File: config.mk
export PLATFORM = sky130hd
export DESIGN_NAME = kal_queue
export DESIGN_NICKNAME = d
export VERILOG_FILES = /design/src/hw/rtl/kal_pkg.sv /design/src/hw/rtl/kal_queue.sv
export SDC_FILE = /design/constraint.sdc
export NUM_CORES = 1
export LEC_CHECK = 0
export BUFFER_PORTS_ARGS = -buffer_cell sky130_fd_sc_hd__buf_2
export CORE_MARGIN = 2
export CORE_UTILIZATION = 47
export DETAILED_ROUTE_END_ITERATION = 8
export HOLD_SLACK_MARGIN = 0.15
export MAX_ROUTING_LAYER = met4
export PLACE_DENSITY = 0.83
export RECOVER_POWER = 25
export SLEW_MARGIN = 0
export SYNTH_ARGS = -nofsm -noshare
export SYNTH_HDL_FRONTEND = slang
export SYNTH_SLANG_ARGS = --single-unit
export TNS_END_PERCENT = 10
File: constraint.sdc
create_clock -name i_clk -period 4.5 [get_ports i_clk]
set_clock_uncertainty 0.1 [all_clocks]
set_input_delay 0 -clock i_clk [delete_from_list [all_inputs] [get_ports i_clk]]
set_output_delay 0 -clock i_clk [all_outputs]
set_load 0.005 [all_outputs]
File: src/hw/rtl/kal_pkg.sv
// Types, constants and helper functions of the key autorepeat latch.
// Used by every module of the block; depends on nothing.
`timescale 1ns / 1ps
`default_nettype none

package kal_pkg;

    localparam int NUM_KEYS_DEF  = 64;
    localparam int TIME_BITS_DEF = 48;

    localparam int KEY_W   = 6;
    localparam int SPEED_W = 8;
    localparam int DATA_W  = 32;
    localparam int ADDR_W  = 1;

    localparam logic [ADDR_W-1:0] REG_TPS = 1'b0;

    localparam logic [DATA_W-1:0] TPS_RESET = 32'd1000000;

    // Timebase: ticks per second split into a quotient and remainder by 60.
    localparam int Q_W = 27;
    localparam int R_W = 6;
    localparam logic [Q_W-1:0] Q_RESET = Q_W'(TPS_RESET / 60);
    localparam logic [R_W-1:0] R_RESET = R_W'(TPS_RESET % 60);

    // Reciprocal of 15 scaled by 2^34, exact for a 30-bit dividend.
    localparam logic [30:0] RECIP15_WIDE = 31'd1145324613;
    localparam int          QPROD_W      = 61;
    // Reciprocal of 15 scaled by 2^18, exact below 11520.
    localparam logic [14:0] RECIP15_NARROW = 15'd17477;

    localparam int P1_W  = SPEED_W + Q_W;
    localparam int PR_W  = 14;
    localparam int V3_W  = 16;
    localparam int F_W   = 10;
    localparam int DLY_W = 37;

    localparam int QUEUE_DEPTH = 2;

    typedef enum logic [1:0] {
        OP_TICK   = 2'd0,
        OP_SAMPLE = 2'd1,
        OP_QUERY  = 2'd2,
        OP_CLEAR  = 2'd3
    } t_op;

    typedef struct packed {
        t_op                op;
        logic               key_ok;
        logic [KEY_W-1:0]   key;
        logic               down;
        logic [SPEED_W-1:0] speed;
    } t_cmd;

    typedef struct packed {
        logic [Q_W-1:0] q;
        logic [R_W-1:0] r;
    } t_timebase;

    typedef struct packed {
        logic full;
        logic empty;
    } t_qstat;

    typedef enum logic [1:0] {
        B_IDLE,
        B_FETCH,
        B_SCALE,
        B_COMMIT
    } t_bstate;

    // Floor of v / 60 for v below 46080.
    function automatic logic [F_W-1:0] div60_small(input logic [V3_W-1:0] v);
        logic [31:0] prod;
        prod = 32'(v[V3_W-1:2]) * 32'(RECIP15_NARROW);
        return prod[18 +: F_W];
    endfunction

endpackage

`default_nettype wire

File: src/hw/rtl/kal_queue.sv
// Short command queue that decouples the front end from the back end.
// Depends on kal_pkg.
`timescale 1ns / 1ps
`default_nettype none

module kal_queue (
    input  wire logic            i_clk,
    input  wire logic            i_rst_n,
    input  wire logic            i_push,
    input  wire kal_pkg::t_cmd   i_cmd,
    input  wire logic            i_pop,
    output kal_pkg::t_cmd        o_head,
    output kal_pkg::t_qstat      o_qstat
);
    import kal_pkg::*;

    localparam int PTR_W = $clog2(QUEUE_DEPTH);
    localparam int CNT_W = $clog2(QUEUE_DEPTH + 1);

    t_cmd             r_slot [QUEUE_DEPTH];
    logic [PTR_W-1:0] r_wp;
    logic [PTR_W-1:0] r_rp;
    logic [CNT_W-1:0] r_cnt;
    logic             do_push;
    logic             do_pop;

    assign o_qstat.full  = (r_cnt == CNT_W'(QUEUE_DEPTH));
    assign o_qstat.empty = (r_cnt == '0);
    assign do_push = i_push && !o_qstat.full;
    assign do_pop  = i_pop && !o_qstat.empty;
    assign o_head  = r_slot[r_rp];

    always_ff @(posedge i_clk) begin
        if (do_push) begin
            r_slot[r_wp] <= i_cmd;
        end
        if (!i_rst_n) begin
            r_wp  <= '0;
            r_rp  <= '0;
            r_cnt <= '0;
        end else begin
            if (do_push) begin
                r_wp <= (r_wp == PTR_W'(QUEUE_DEPTH - 1)) ? '0 : r_wp + 1'b1;
            end
            if (do_pop) begin
                r_rp <= (r_rp == PTR_W'(QUEUE_DEPTH - 1)) ? '0 : r_rp + 1'b1;
            end
            r_cnt <= r_cnt + CNT_W'(do_push) - CNT_W'(do_pop);
        end
    end

endmodule

`default_nettype wire

# ---- Word level (Yosys, flattened, before mapping)
# Memories as Yosys holds them, arrays and structs flattened. A register that Yosys moved wholly into a read port is not among the register bits.
# Cells that the tools add are included.
# Widths: inputs -> output; s select.
dict set report totals {
  reg_bits 4
  latch_bits 0
  ramBits 36
  rom_bits 0
  in_bits 22
  elab_cells 20
  n_memories 1
}
dict set report classes {
  addsub 4
  multipliers 0
  n_div 0
  order_cmp 0
  eq_ne 1
  shift 0
  mux 6
  n_bitwise 0
  reduce_logical 5
}
# name depth word_bits read_ports rd_ports_with_merged_regs wr line_no
set memory_table {}
lappend memory_table {r_slot 2 18 1 1 1 kal_queue.sv:20} ;# t_cmd r_slot [QUEUE_DEPTH];
# operator count
set op_table {}
lappend op_table {{$mux 1} 6}
lappend op_table {{$add 1x1->1 const B} 2}
lappend op_table {{$add 2x1->2} 1}
lappend op_table {{$eq 2x2->1 const B} 1}
lappend op_table {{$logic_and 1x1->1} 2}
lappend op_table {{$logic_not 1->1} 2}
lappend op_table {{$logic_not 2->1} 1}
lappend op_table {{$sub 2x1->2} 1}

# ---- Logic depth before layout (Yosys ltp)
dict set report depth {
  ltp_word 5
  depth_mapped 8
}

# ---- Worst setup path before layout
# No wires, ideal clock.
dict set report synth_path {
  kind {reg2reg}
  start {reg r_cnt[0]}
  end {mem r_slot[0][0] (netlist name), enable pin}
  setup_time_ns 0.392
  t_arrival_ns 1.367
  slack_ns 2.641
  stages_incl_launch_ff 4
  cell_sequence {dfxtp_1 nand2b_1 nand2_1 nor2_1}
}
dict set report synth_between {
  elab_chain_len 5
}
# element line_no
set synth_rtl {}
lappend synth_rtl {{start: declaration} kal_queue.sv:23} ;# logic [CNT_W-1:0] r_cnt;
lappend synth_rtl {{start signal: assignment} kal_queue.sv:48} ;# r_cnt <= r_cnt + CNT_W'(do_push) - CNT_W'(do_pop);
lappend synth_rtl {{$eq 2x2->1} kal_queue.sv:27} ;# assign o_qstat.full = (r_cnt == CNT_W'(QUEUE_DEPTH));
lappend synth_rtl {{$logic_not 1->1} kal_queue.sv:29} ;# assign do_push = i_push && !o_qstat.full;
lappend synth_rtl {{$logic_and 1x1->1} kal_queue.sv:29}
lappend synth_rtl {{$mux 1} kal_queue.sv:34} ;# if (do_push) begin
lappend synth_rtl {{$mux 1 (implied by the code)} kal_queue.sv:35} ;# r_slot[r_wp] <= i_cmd;
lappend synth_rtl {{end: declaration} kal_queue.sv:20}
# No other way between the ends.

==> impl_metrics.env <==
export IMPL_status="complete, no violations"
export IMPL_synth_cell_types=18
export IMPL_timing_fmax_mhz=512
export IMPL_vias=915
export IMPL_cp_start_kind="register"
export IMPL_die_y_um=62.1
export IMPL_die_area_sq_um=3860
export IMPL_cp_max_fo=18
export IMPL_finalHoldViolCount=0
export IMPL_cts_resized_gates=0
export IMPL_gr_usage_all_layers_pct=15.3
export IMPL_drt_pass1_iter_count=4
export IMPL_drive_above_1_share_pct=38.2
export IMPL_synth_cells=83
export IMPL_cp_arrival_ns=1.85
export IMPL_vdd_drop_max_mv=0.314
export IMPL_cts_root_buffer="clkbuf_4"
export IMPL_setup_viol=0
export IMPL_use_met2_pct=27.7
export IMPL_power_density_nw_per_um2=488
export IMPL_syn_cell_area_sq_um=1590
export IMPL_pre_cts_ws_ns=2.73
export IMPL_slew_headroom_pct=35.9
export IMPL_initial_core_util_pct=48.3
export IMPL_wl_per_cell_um=13.7
export IMPL_clkSinkCount=41
export IMPL_io_pins=42
export IMPL_numCtsBuffers=5
export IMPL_final_common_cell="edfxtp_1"
export IMPL_drc=0
export IMPL_cp_end_kind="primary output"
export IMPL_grt_max_degree=19
export IMPL_tns_ns=0
export IMPL_grt_antenna_before_repair=0
export IMPL_io_buffers=41
export IMPL_syn_num_nets=107
export IMPL_synth_top_family_by_area="multiplexers"
export IMPL_final_antenna_net_count=0
export IMPL_yosys_warnings=0
export IMPL_rr_startpoint="r_cnt[0]"
export IMPL_slowest_stage="dfxtp_1"
export IMPL_synth_edf_count=36
export IMPL_worstPathCellList="mux2_2 > buf_2"
export IMPL_syn_avg_cell_area_sq_um=19.1
export IMPL_fillers=245
export IMPL_drtIter0Drc=12
export IMPL_grt_busiest_layer="met2"
export IMPL_maxSlewViolCount=0
export IMPL_area_growth_pct=31.4
export IMPL_vias_per_cell=4.62
export IMPL_clk_latency_ns=0.33
export IMPL_ys_async_sr_fraction_pct=0
export IMPL_synth_compound_area_share_pct=0.473
export IMPL_layout_common_cells="36 x edfxtp_1, 33 x buf_2, 21 x dlygate4sd3_1, 10 x mux2_4, 10 x clkbuf_1"
export IMPL_synth_simple_gate_area_share_pct=3.94
export IMPL_drt_wl_total_mm=2.72
export IMPL_path_class="reg -> out"
export IMPL_htree_levels=2
export IMPL_rsz0062_at_grt="no"
export IMPL_core_area_sq_um=3280
export IMPL_grt_pass1_wl_mm=4.28
export IMPL_post_dp_hpwl_mm=1.78
export IMPL_postLayoutSetupSlackWorst_ns=2.55
export IMPL_p_leak_uw=0.000830
export IMPL_grt_pass1_vias=975
export IMPL_antennaDiodeCount=0
export IMPL_cts_tree="done"
export IMPL_synth_seq_cells=41
export IMPL_synthAdderAreaFrac_pct=1.58
export IMPL_rows=21
export IMPL_cap_viol_max_count=0
export IMPL_grt_remaining_overflow=0
export IMPL_use_met1_pct=15.4
export IMPL_crit_required_ns=4.40
export IMPL_hp_class="in -> reg"
export IMPL_use_met3_pct=5.43
export IMPL_ys_seq_area_share_pct=74.4
export IMPL_synthXorXnorAreaFrac_pct=1.10
export IMPL_muxShareOfSynthArea_pct=15.8
export IMPL_slowest_delay_ns=0.97
export IMPL_worstHoldStart="i_cmd[7]"
export IMPL_clk_pin_slew_ns=0.11
export IMPL_clk_path_buf_depth=2
export IMPL_fin_crit_sh_pct=43.4
export IMPL_final_nets=175
export IMPL_ys_flop_type="edfxtp_1"
export IMPL_place_congestion=0.726
export IMPL_min_period_ns=1.95
export IMPL_die_x_um=62.1
export IMPL_tightest_slew_ns=0.960
-- through the flow --
stage	utilization, %	hold WS [ns]	total power [uW]	instances	cell area [sq um]
floorplan	-	-0.00113	736	83	1590
global placement	55.6	0.0905	815	169	1830
detailed placement	55.6	0.0917	834	169	1830
CTS	63.8	0.265	1030	198	2090
global route	63.5	0.270	1080	198	2080
finish	63.5	0.284	1020	198	2080
-- flip-flops by register name (all words and copies together), names as in the netlist, named ones only --
signal / flops
r_rp: 1
r_cnt: 2
r_wp: 1
r_slot: 36
-- timing repair --
| item | CTS | global route |
|---|---|---|
| endpoints found under the hold margin | 41 | 0 |
| endpoints found under the setup margin | 0 | 0 |
| buffers inserted | 0 | 0 |
| hold buffers | 21 | 0 |
-- routing by layer --
metal	vias to the layer above	share of wire (%)
met5	-	0
met4	0	0.63
met3	2	6.2
met2	33	53
met1	435	40
li1	445	-
-- synthesized netlist by cell type (2+ instances only) --
master    count  share of area (%)
edfxtp_1     36                 68
and2_1        2               0.79
nand2_1       2               0.47
inv_1         3               0.71
ha_1          2                1.6
nand2b_1      2               0.79
mux2_2        8                5.7
nor2_1        5                1.2
mux2_4       10                9.5
dfxtp_1       5                6.3
-- layout make-up --
cell class	instances	area (sq um)	area share, %
well taps	46	57.6	2.76
multi-input cells	37	363	17.4
clock buffers	8	58.8	2.82
inverters	3	11.3	0.540
repair buffers	63	413	19.8
flip-flops and latches	41	1180	56.7
-- path summary, 6_finish.rpt --
kind / endpoint / slack (ns) / cells past startpoint
setup / recovery: o_head[5] / 2.55 / 2
hold reg to reg: r_wp / 0.40 / 2
setup reg to reg: r_cnt[1] / 2.72 / 8
hold / removal: r_slot[0][7] / 0.28 / 2
-- worst max-delay path: cells and delay by family, from the launching register on --
kind	cells	cell delay (ns)
flip-flops	1	0.97
buffers and inverters	1	0.13
multiplexers	1	0.42
-- power breakdown --
| group | internal [uW] | total [uW] | leakage, uW | switching, uW |
|---|---|---|---|---|
| Clock | 77.2 | 183 | 0.0000326 | 105 |
| Combinational | 173 | 290 | 0.000419 | 116 |
| Sequential | 493 | 545 | 0.000378 | 52.4 |
| Total | 743 | 1020 | 0.000830 | 274 |
-- cell families (layout without fill, tap and decap cells) --
kind of cell             count (synthesis)  count (layout)
flip-flops                              41              41
multiplexers                            19              19
XOR/XNOR                                 2               2
AO/OA/AOI/OAI                            1               1
buffers and inverters                    5              74
adder cells (fa/ha/maj)                  2               2
AND/OR/NAND/NOR                         13              13
No activity file was read; power rests on OpenSTA's default activity.
