File: config.mk
export PLATFORM = sky130hd
export DESIGN_NAME = kal_front
export DESIGN_NICKNAME = d
export VERILOG_FILES = /design/src/hw/rtl/kal_pkg.sv /design/src/hw/rtl/kal_front.sv
export SDC_FILE = /design/constraint.sdc
export NUM_CORES = 1
export LEC_CHECK = 0
export ABC_AREA = 0
export BUFFER_PORTS_ARGS = -buffer_cell sky130_fd_sc_hd__buf_2
export CORE_ASPECT_RATIO = 0.8
export CORE_MARGIN = 4
export CORE_UTILIZATION = 52
export CTS_CLUSTER_DIAMETER = 60
export CTS_CLUSTER_SIZE = 25
export DETAILED_ROUTE_END_ITERATION = 7
export PLACE_DENSITY = 0.74
export SLEW_MARGIN = 10
export SYNTH_ARGS = -nofsm -noshare
export SYNTH_HDL_FRONTEND = slang
export SYNTH_SLANG_ARGS = --single-unit
File: constraint.sdc
create_clock -name i_clk -period 10.78 [get_ports i_clk]
set_input_delay 1.617 -clock i_clk [delete_from_list [all_inputs] [get_ports i_clk]]
set_output_delay 1.617 -clock i_clk [all_outputs]
set_load 0.005 [all_outputs]
File: src/hw/rtl/kal_pkg.sv
// Types, constants and helper functions of the key autorepeat latch.
// Used by every module of the block; depends on nothing.
`timescale 1ns / 1ps
`default_nettype none

package kal_pkg;

    localparam int NUM_KEYS_DEF  = 64;
    localparam int TIME_BITS_DEF = 48;

    localparam int KEY_W   = 6;
    localparam int SPEED_W = 8;
    localparam int DATA_W  = 32;
    localparam int ADDR_W  = 1;

    localparam logic [ADDR_W-1:0] REG_TPS = 1'b0;

    localparam logic [DATA_W-1:0] TPS_RESET = 32'd1000000;

    // Timebase: ticks per second split into a quotient and remainder by 60.
    localparam int Q_W = 27;
    localparam int R_W = 6;
    localparam logic [Q_W-1:0] Q_RESET = Q_W'(TPS_RESET / 60);
    localparam logic [R_W-1:0] R_RESET = R_W'(TPS_RESET % 60);

    // Reciprocal of 15 scaled by 2^34, exact for a 30-bit dividend.
    localparam logic [30:0] RECIP15_WIDE = 31'd1145324613;
    localparam int          QPROD_W      = 61;
    // Reciprocal of 15 scaled by 2^18, exact below 11520.
    localparam logic [14:0] RECIP15_NARROW = 15'd17477;

    localparam int P1_W  = SPEED_W + Q_W;
    localparam int PR_W  = 14;
    localparam int V3_W  = 16;
    localparam int F_W   = 10;
    localparam int DLY_W = 37;

    localparam int QUEUE_DEPTH = 2;

    typedef enum logic [1:0] {
        OP_TICK   = 2'd0,
        OP_SAMPLE = 2'd1,
        OP_QUERY  = 2'd2,
        OP_CLEAR  = 2'd3
    } t_op;

    typedef struct packed {
        t_op                op;
        logic               key_ok;
        logic [KEY_W-1:0]   key;
        logic               down;
        logic [SPEED_W-1:0] speed;
    } t_cmd;

    typedef struct packed {
        logic [Q_W-1:0] q;
        logic [R_W-1:0] r;
    } t_timebase;

    typedef struct packed {
        logic full;
        logic empty;
    } t_qstat;

    typedef enum logic [1:0] {
        B_IDLE,
        B_FETCH,
        B_SCALE,
        B_COMMIT
    } t_bstate;

    // Floor of v / 60 for v below 46080.
    function automatic logic [F_W-1:0] div60_small(input logic [V3_W-1:0] v);
        logic [31:0] prod;
        prod = 32'(v[V3_W-1:2]) * 32'(RECIP15_NARROW);
        return prod[18 +: F_W];
    endfunction

endpackage

`default_nettype wire

File: src/hw/rtl/kal_front.sv
// Front end: configuration register, timebase precompute and command classify.
// Depends on kal_pkg; feeds kal_queue.
`timescale 1ns / 1ps
`default_nettype none

module kal_front #(
    parameter int NUM_KEYS = kal_pkg::NUM_KEYS_DEF
) (
    input  wire logic                       i_clk,
    input  wire logic                       i_rst_n,
    input  wire logic                       i_valid,
    output logic                            o_stall,
    input  wire logic [1:0]                 i_op,
    input  wire logic [kal_pkg::KEY_W-1:0]  i_key_code,
    input  wire logic                       i_key_down,
    input  wire logic [kal_pkg::SPEED_W-1:0] i_repeat_speed,
    input  wire logic                       psel,
    input  wire logic                       penable,
    input  wire logic                       pwrite,
    input  wire logic [kal_pkg::ADDR_W-1:0] paddr,
    input  wire logic [kal_pkg::DATA_W-1:0] pwdata,
    output logic [kal_pkg::DATA_W-1:0]      prdata,
    output logic                            pready,
    input  wire kal_pkg::t_qstat            i_qstat,
    output logic                            o_push,
    output kal_pkg::t_cmd                   o_cmd,
    output kal_pkg::t_timebase              o_tb
);
    import kal_pkg::*;

    logic [DATA_W-1:0]  r_tps;
    logic [1:0]         r_busy;
    logic [QPROD_W-1:0] r_qprod;
    t_timebase          r_tb;
    logic               cfg_wr;
    logic [Q_W-1:0]     n_q;
    logic [DATA_W-1:0]  n_rem;

    assign pready = 1'b1;
    assign cfg_wr = psel && penable && pwrite && (paddr == REG_TPS);
    assign prdata = (paddr == REG_TPS) ? r_tps : '0;

    assign n_q   = r_qprod[34 +: Q_W];
    assign n_rem = r_tps - ((DATA_W'(n_q) << 6) - (DATA_W'(n_q) << 2));

    always_ff @(posedge i_clk) begin
        r_qprod <= QPROD_W'(r_tps[DATA_W-1:2]) * QPROD_W'(RECIP15_WIDE);
        if (!i_rst_n) begin
            r_tps  <= TPS_RESET;
            r_busy <= '0;
            r_tb   <= '{q: Q_RESET, r: R_RESET};
        end else begin
            r_busy <= {r_busy[0], cfg_wr};
            if (cfg_wr) begin
                r_tps <= pwdata;
            end
            if (r_busy[1]) begin
                r_tb <= '{q: n_q, r: n_rem[R_W-1:0]};
            end
        end
    end

    assign o_tb    = r_tb;
    assign o_stall = i_qstat.full || (r_busy != 2'b00);
    assign o_push  = i_valid && !o_stall;

    always_comb begin
        o_cmd.op     = t_op'(i_op);
        o_cmd.key_ok = (32'(i_key_code) < NUM_KEYS);
        o_cmd.key    = i_key_code;
        o_cmd.down   = i_key_down;
        o_cmd.speed  = i_repeat_speed;
    end

endmodule

`default_nettype wire

# Word-level counts from Yosys, hierarchy flattened
# Index checks and enable logic that the tools add are counted.
# Widths: inputs -> output; s select.
dict set report word_totals {
  ff_bits 128
  in_bits 58
  memories 0
  latch_bits 0
  word_cells 17
  ramBits 0
  mem_bits_ro 0
  output_inout_bits 86
}
dict set report op_classes {
  bitwise_logic 1
  div 0
  shifts 0
  mul 1
  addsub 2
  mux 1
  magnitude_cmp 0
  reduce_logical 7
  eq_ne 0
}
# cell count
set op_table {}
lappend op_table {{$mul 30x31->61 const B} 1}
lappend op_table {{$mux 32} 1}
lappend op_table {{$sub 1x6->6 const A} 1}
lappend op_table {{$sub 6x6->6} 1}
lappend op_table {{$logic_and 1x1->1} 4}
lappend op_table {{$reduce_bool 2->1} 1}
lappend op_table {{$logic_not 1->1} 1}
lappend op_table {{$logic_or 1x1->1} 1}
lappend op_table {{$not 1->1} 1}

# Longest topological paths before layout
dict set report depth {
  word_depth 4
  mapped_depth 24
  ltp_nobuf 24
}

# Worst setup path before layout
# No wires, ideal clock.
dict set report synth_path {
  path_kind {reg-to-reg}
  start {reg r_tps[8]}
  end {reg r_qprod[47]}
  required_time_ns 10.657
  arrival_time_ns 5.742
  setup_slack_ns 4.915
  setup_ns 0.123
  stages_incl_launch_ff 22
  cell_sequence {dfxtp_1 ha_1 ha_1 inv_1 fa_1 fa_1 inv_1 fa_1 inv_1 fa_1 inv_1 ha_1 ha_1 a21oi_1 o221ai_1 nor3_1 a211oi_2 a2111oi_2 o221ai_1 a21oi_1 o21ai_1 xor2_1}
}
dict set report synth_between {
  elab_chain_len 1
}
# item line
set synth_lines {}
lappend synth_lines {{from (decl)} kal_front.sv:31} ;# logic [DATA_W-1:0] r_tps;
lappend synth_lines {{from (signal assigned)} kal_front.sv:55} ;# r_tps <= pwdata;
lappend synth_lines {{$mul 30x31->61} kal_front.sv:47} ;# r_qprod <= QPROD_W'(r_tps[DATA_W-1:2]) * QPROD_W'(RECIP15_WIDE);
lappend synth_lines {{to (signal assigned)} kal_front.sv:47}
lappend synth_lines {{to (decl)} kal_front.sv:33} ;# logic [QPROD_W-1:0] r_qprod;
# No other way between the ends.
# A chain may end at the register's enable or synchronous reset.

# Final worst setup path
dict set report layout_path {
  start {reg r_tps[12]}
  end {reg r_qprod[60]}
}
# Same word-level chain as after synthesis.

==> flow_summary_export.csv <==
group,metric,value,unit
clock_network,cts_hold_buf,0,
logic_synthesis,synth-warning-count,0,
floorplanning,initial_utilization,0.528,
floorplanning,rows,49,
floorplanning,ios,144,
logic_synthesis,synth_top_area_cell,"ha_1",
timing,timing.fmax,147,MHz
timing,fin_tns_setup,0,ns
worst_hold_path,holdPathStages,2,
clock_network,clockBufferDepth,2,
global_route,grt_pass1_wl,44400,um
clock_network,clock-sinks,94,
worst_setup_path,rrSetupSlack,3.95,ns
finish,final_cells,1626,
route,wl_per_cell,16.6,um
worst_setup_path,worstSetupPathType,"reg2reg",
clock_network,clk_pin_slew,0.07,ns
clock_network,cts_max_level,3,
clock_network,ctsResizeCount,0,
timing,slew_violations,0,
clock_network,cts_buffers,9,
placed_design,dp_hpwl,22800,um
worst_setup_path,r2r_end,"r_qprod[60]",
logic_synthesis,ys_ff_latch,94,
clock_network,cts_tree,"done",
route,ant_nets,0,
worst_setup_path,r2r_cells,21,
logic_synthesis,synth_top_area_share,0.291,
placed_design,gp_congestion,0.898,
finish,fin_nets,1773,
worst_setup_path,worstPathMaxFanout,6,
timing,slew_headroom,0.194,
logic_synthesis,yosys-top-cells-area,"ha_1, fa_1, dfxtp_1, inv_1, nand2_1",
finish,n_antenna_cell,0,
route,viasPerCell,5.24,
power_and_ir_drop,p_leak,7.17,nW
floorplanning,die_x,177,um
logic_synthesis,synth_area_per_cell,9.57,um^2
finish,drive_gt1_frac,0.103,
placed_design,portBuffers,106,
clock_network,cts_setup_buffers,0,
finish,synthToLayoutAreaGrowth,8.39,%
timing,tightestPinTransition,1.21,ns
job,maxCapViolCount,0,
worst_hold_path,min-delay-start,"r_qprod[42]",
logic_synthesis,synth_cell_types,60,
power_and_ir_drop,ir_drop,0.102,mV
clock_network,cts-root-buf,"clkbuf_16",
floorplanning,core,0.0224,mm^2
timing,fin_crit_sh,0.633,
floorplanning,die_y,143,um
logic_synthesis,synthArstFlopShare,0,
logic_synthesis,netlist_instances,1239,
route,wirelength,27000,um
worst_setup_path,cp.arrival,7.05,ns
placed_design,dpl.cell_count,1610,
worst_hold_path,hold_path_class,"reg2reg",
timing,setup_viol,0,
power_and_ir_drop,power_density,130,mW/mm^2
timing,finalHoldViolCount,0,
clock_network,clk-insertion-delay-late,0.36,ns
logic_synthesis,synth_edf_count,0,
worst_setup_path,max_stage_delay,0.64,ns
worst_setup_path,startpoint_type,"flop",
worst_setup_path,critical-path-slowest-cell,"dfxtp_1",
timing,post-route-min-period,6.83,ns
timing,skew,0.0121,ns
run_status,outcome,"complete, no violations",
worst_setup_path,required,11.00,ns
logic_synthesis,syn_area,0.0119,mm^2
route,vias,8524,
route,first_pass_iters,5,
logic_synthesis,synth_seq_area_share,0.159,
global_route,grt_max_degree,68,
route,drc,0,
timing,rsz0062_at_grt,"false",
worst_setup_path,end_kind,"flop",
logic_synthesis,synth_flop_cell,"dfxtp_1",
global_route,overflow,0,
global_route,antenna_found_initial,0,
worst_setup_path,rr_startpoint,"r_tps[12]",
global_route,grt_use_total,0.221,
global_route,grt_pass1_vias,8718,
worst_setup_path,worstPathCellList,"ha_1 > ha_1 > inv_1 > fa_1 > fa_1 > inv_1 > fa_1 > inv_1 > fa_1 > inv_1 > ha_1 > ha_1 > a21oi_1 > o221ai_1 > nor3_1 > a211oi_2 > a211oi_1 > o41ai_4 > a41oi_4 > mux2i_1 > o2111ai_1",
route,drt_iter0_markers,484,
worst_hold_path,hold_end,"o_tb[14]",
floorplanning,die-area,0.0253,mm^2
-- worst max-delay path: cells and delay by family, from the launching register on --
family	cells	cell delay, ns
AOI/OAI and AO/OA	7	1.77
buffers and inverters	4	0.26
adders and majority gates	8	3.58
and+or+nand+nor	1	0.22
DFF	1	0.64
muxes	1	0.22
-- cell type report --
| cell class | count | area, um^2 |
|---|---|---|
| inverter | 245 | 920 |
| tap | 306 | 383 |
| fill | 1987 | 9590 |
| clock buffer | 9 | 225 |
| sequential | 94 | 1880 |
| multi-input combinational | 857 | 8820 |
| clock inverter | 7 | 73.8 |
| timing repair buffer | 108 | 546 |
-- cells by family (layout without fill, tap and decap cells) --
logic type	Yosys count	count (layout)	share of synthesized area
simple gates	226	226	0.0959
other cells	1	2	0.000316
buf+inv	289	369	0.0976
mux	32	32	0.0270
flops	94	94	0.159
compound gates	168	168	0.0984
xor+xnor	29	29	0.0214
fa+ha+maj	400	400	0.501
-- state kept, by name, summed over array words and instances, names as in the netlist --
signal / count
r_tps: 32
r_busy: 2
o_tb: 33
r_qprod: 27
-- cell usage after synthesis, types with 6 or more instances --
cell and instances:
a21boi_0 25, a21o_1 29, a21oi_1 45, and2_1 6, and3_1 8, buf_4 19
clkbuf_1 23, dfxtp_1 94, fa_1 124, ha_1 276, inv_1 245, mux2i_1 32
nand2_1 94, nand3_1 19, nor2_1 17, nor2b_1 55, o21ai_0 16, o21ai_1 10
xnor2_1 17, xor2_1 12
-- per-stage QoR --
step	utilization	setup slack, ns	total power, mW	area (um^2)	hold slack, ns
5_1_grt	0.573	3.55	1.83	12900	0.465
3_3_place_gp	0.559	4.04	1.32	12600	0.430
4_1_cts	0.573	3.90	1.68	12900	0.457
2_1_floorplan	-	4.92	1.12	11900	0.422
6_report	0.573	3.95	1.67	12900	0.454
3_5_place_dp	0.559	3.93	1.34	12600	0.436
-- worst max-delay path by stage --
| stage | start | to | slack [ns] | cells past startpoint |
|---|---|---|---|---|
| floorplan | r_tps[8] | r_qprod[47] | 4.92 | 21 |
| global placement | r_tps[12] | r_qprod[60] | 4.04 | 21 |
| detailed placement | r_tps[12] | r_qprod[60] | 3.93 | 21 |
| CTS | r_tps[12] | r_qprod[60] | 3.90 | 21 |
| global route | r_tps[12] | r_qprod[60] | 3.55 | 21 |
| finish | r_tps[12] | r_qprod[60] | 3.95 | 21 |
-- routing by layer --
metal | GRT usage | vias up | share of wire
li1 | - | 4190 | -
met1 | 0.319 | 4084 | 0.48
met2 | 0.351 | 219 | 0.44
met3 | 0.0450 | 31 | 0.070
met4 | 0.0370 | 0 | 0.014
met5 | 0 | - | 0
-- cells in the final DEF, fill, tap and decap left out, drive strengths merged, types with 4 or more instances in the layout --
cell    count
ha        276
dfxtp      94
nand4       6
inv       248
o21bai      5
buf       108
nor2b      55
and3        9
clkbuf      9
nor3        5
a21oi      45
xnor2      17
nand3      19
o211ai      5
nand2      94
and2        6
xor2       12
and4        4
a21o       29
mux2i      32
a21boi     26
or3         4
o21ai      27
nor2       17
fa        124
-- report_power, final --
group          internal (mW)  switching [mW]
Clock                  0.164           0.158
Sequential             0.388          0.0218
Combinational          0.388           0.551
Note: power is estimated with default switching activity, not from simulation.
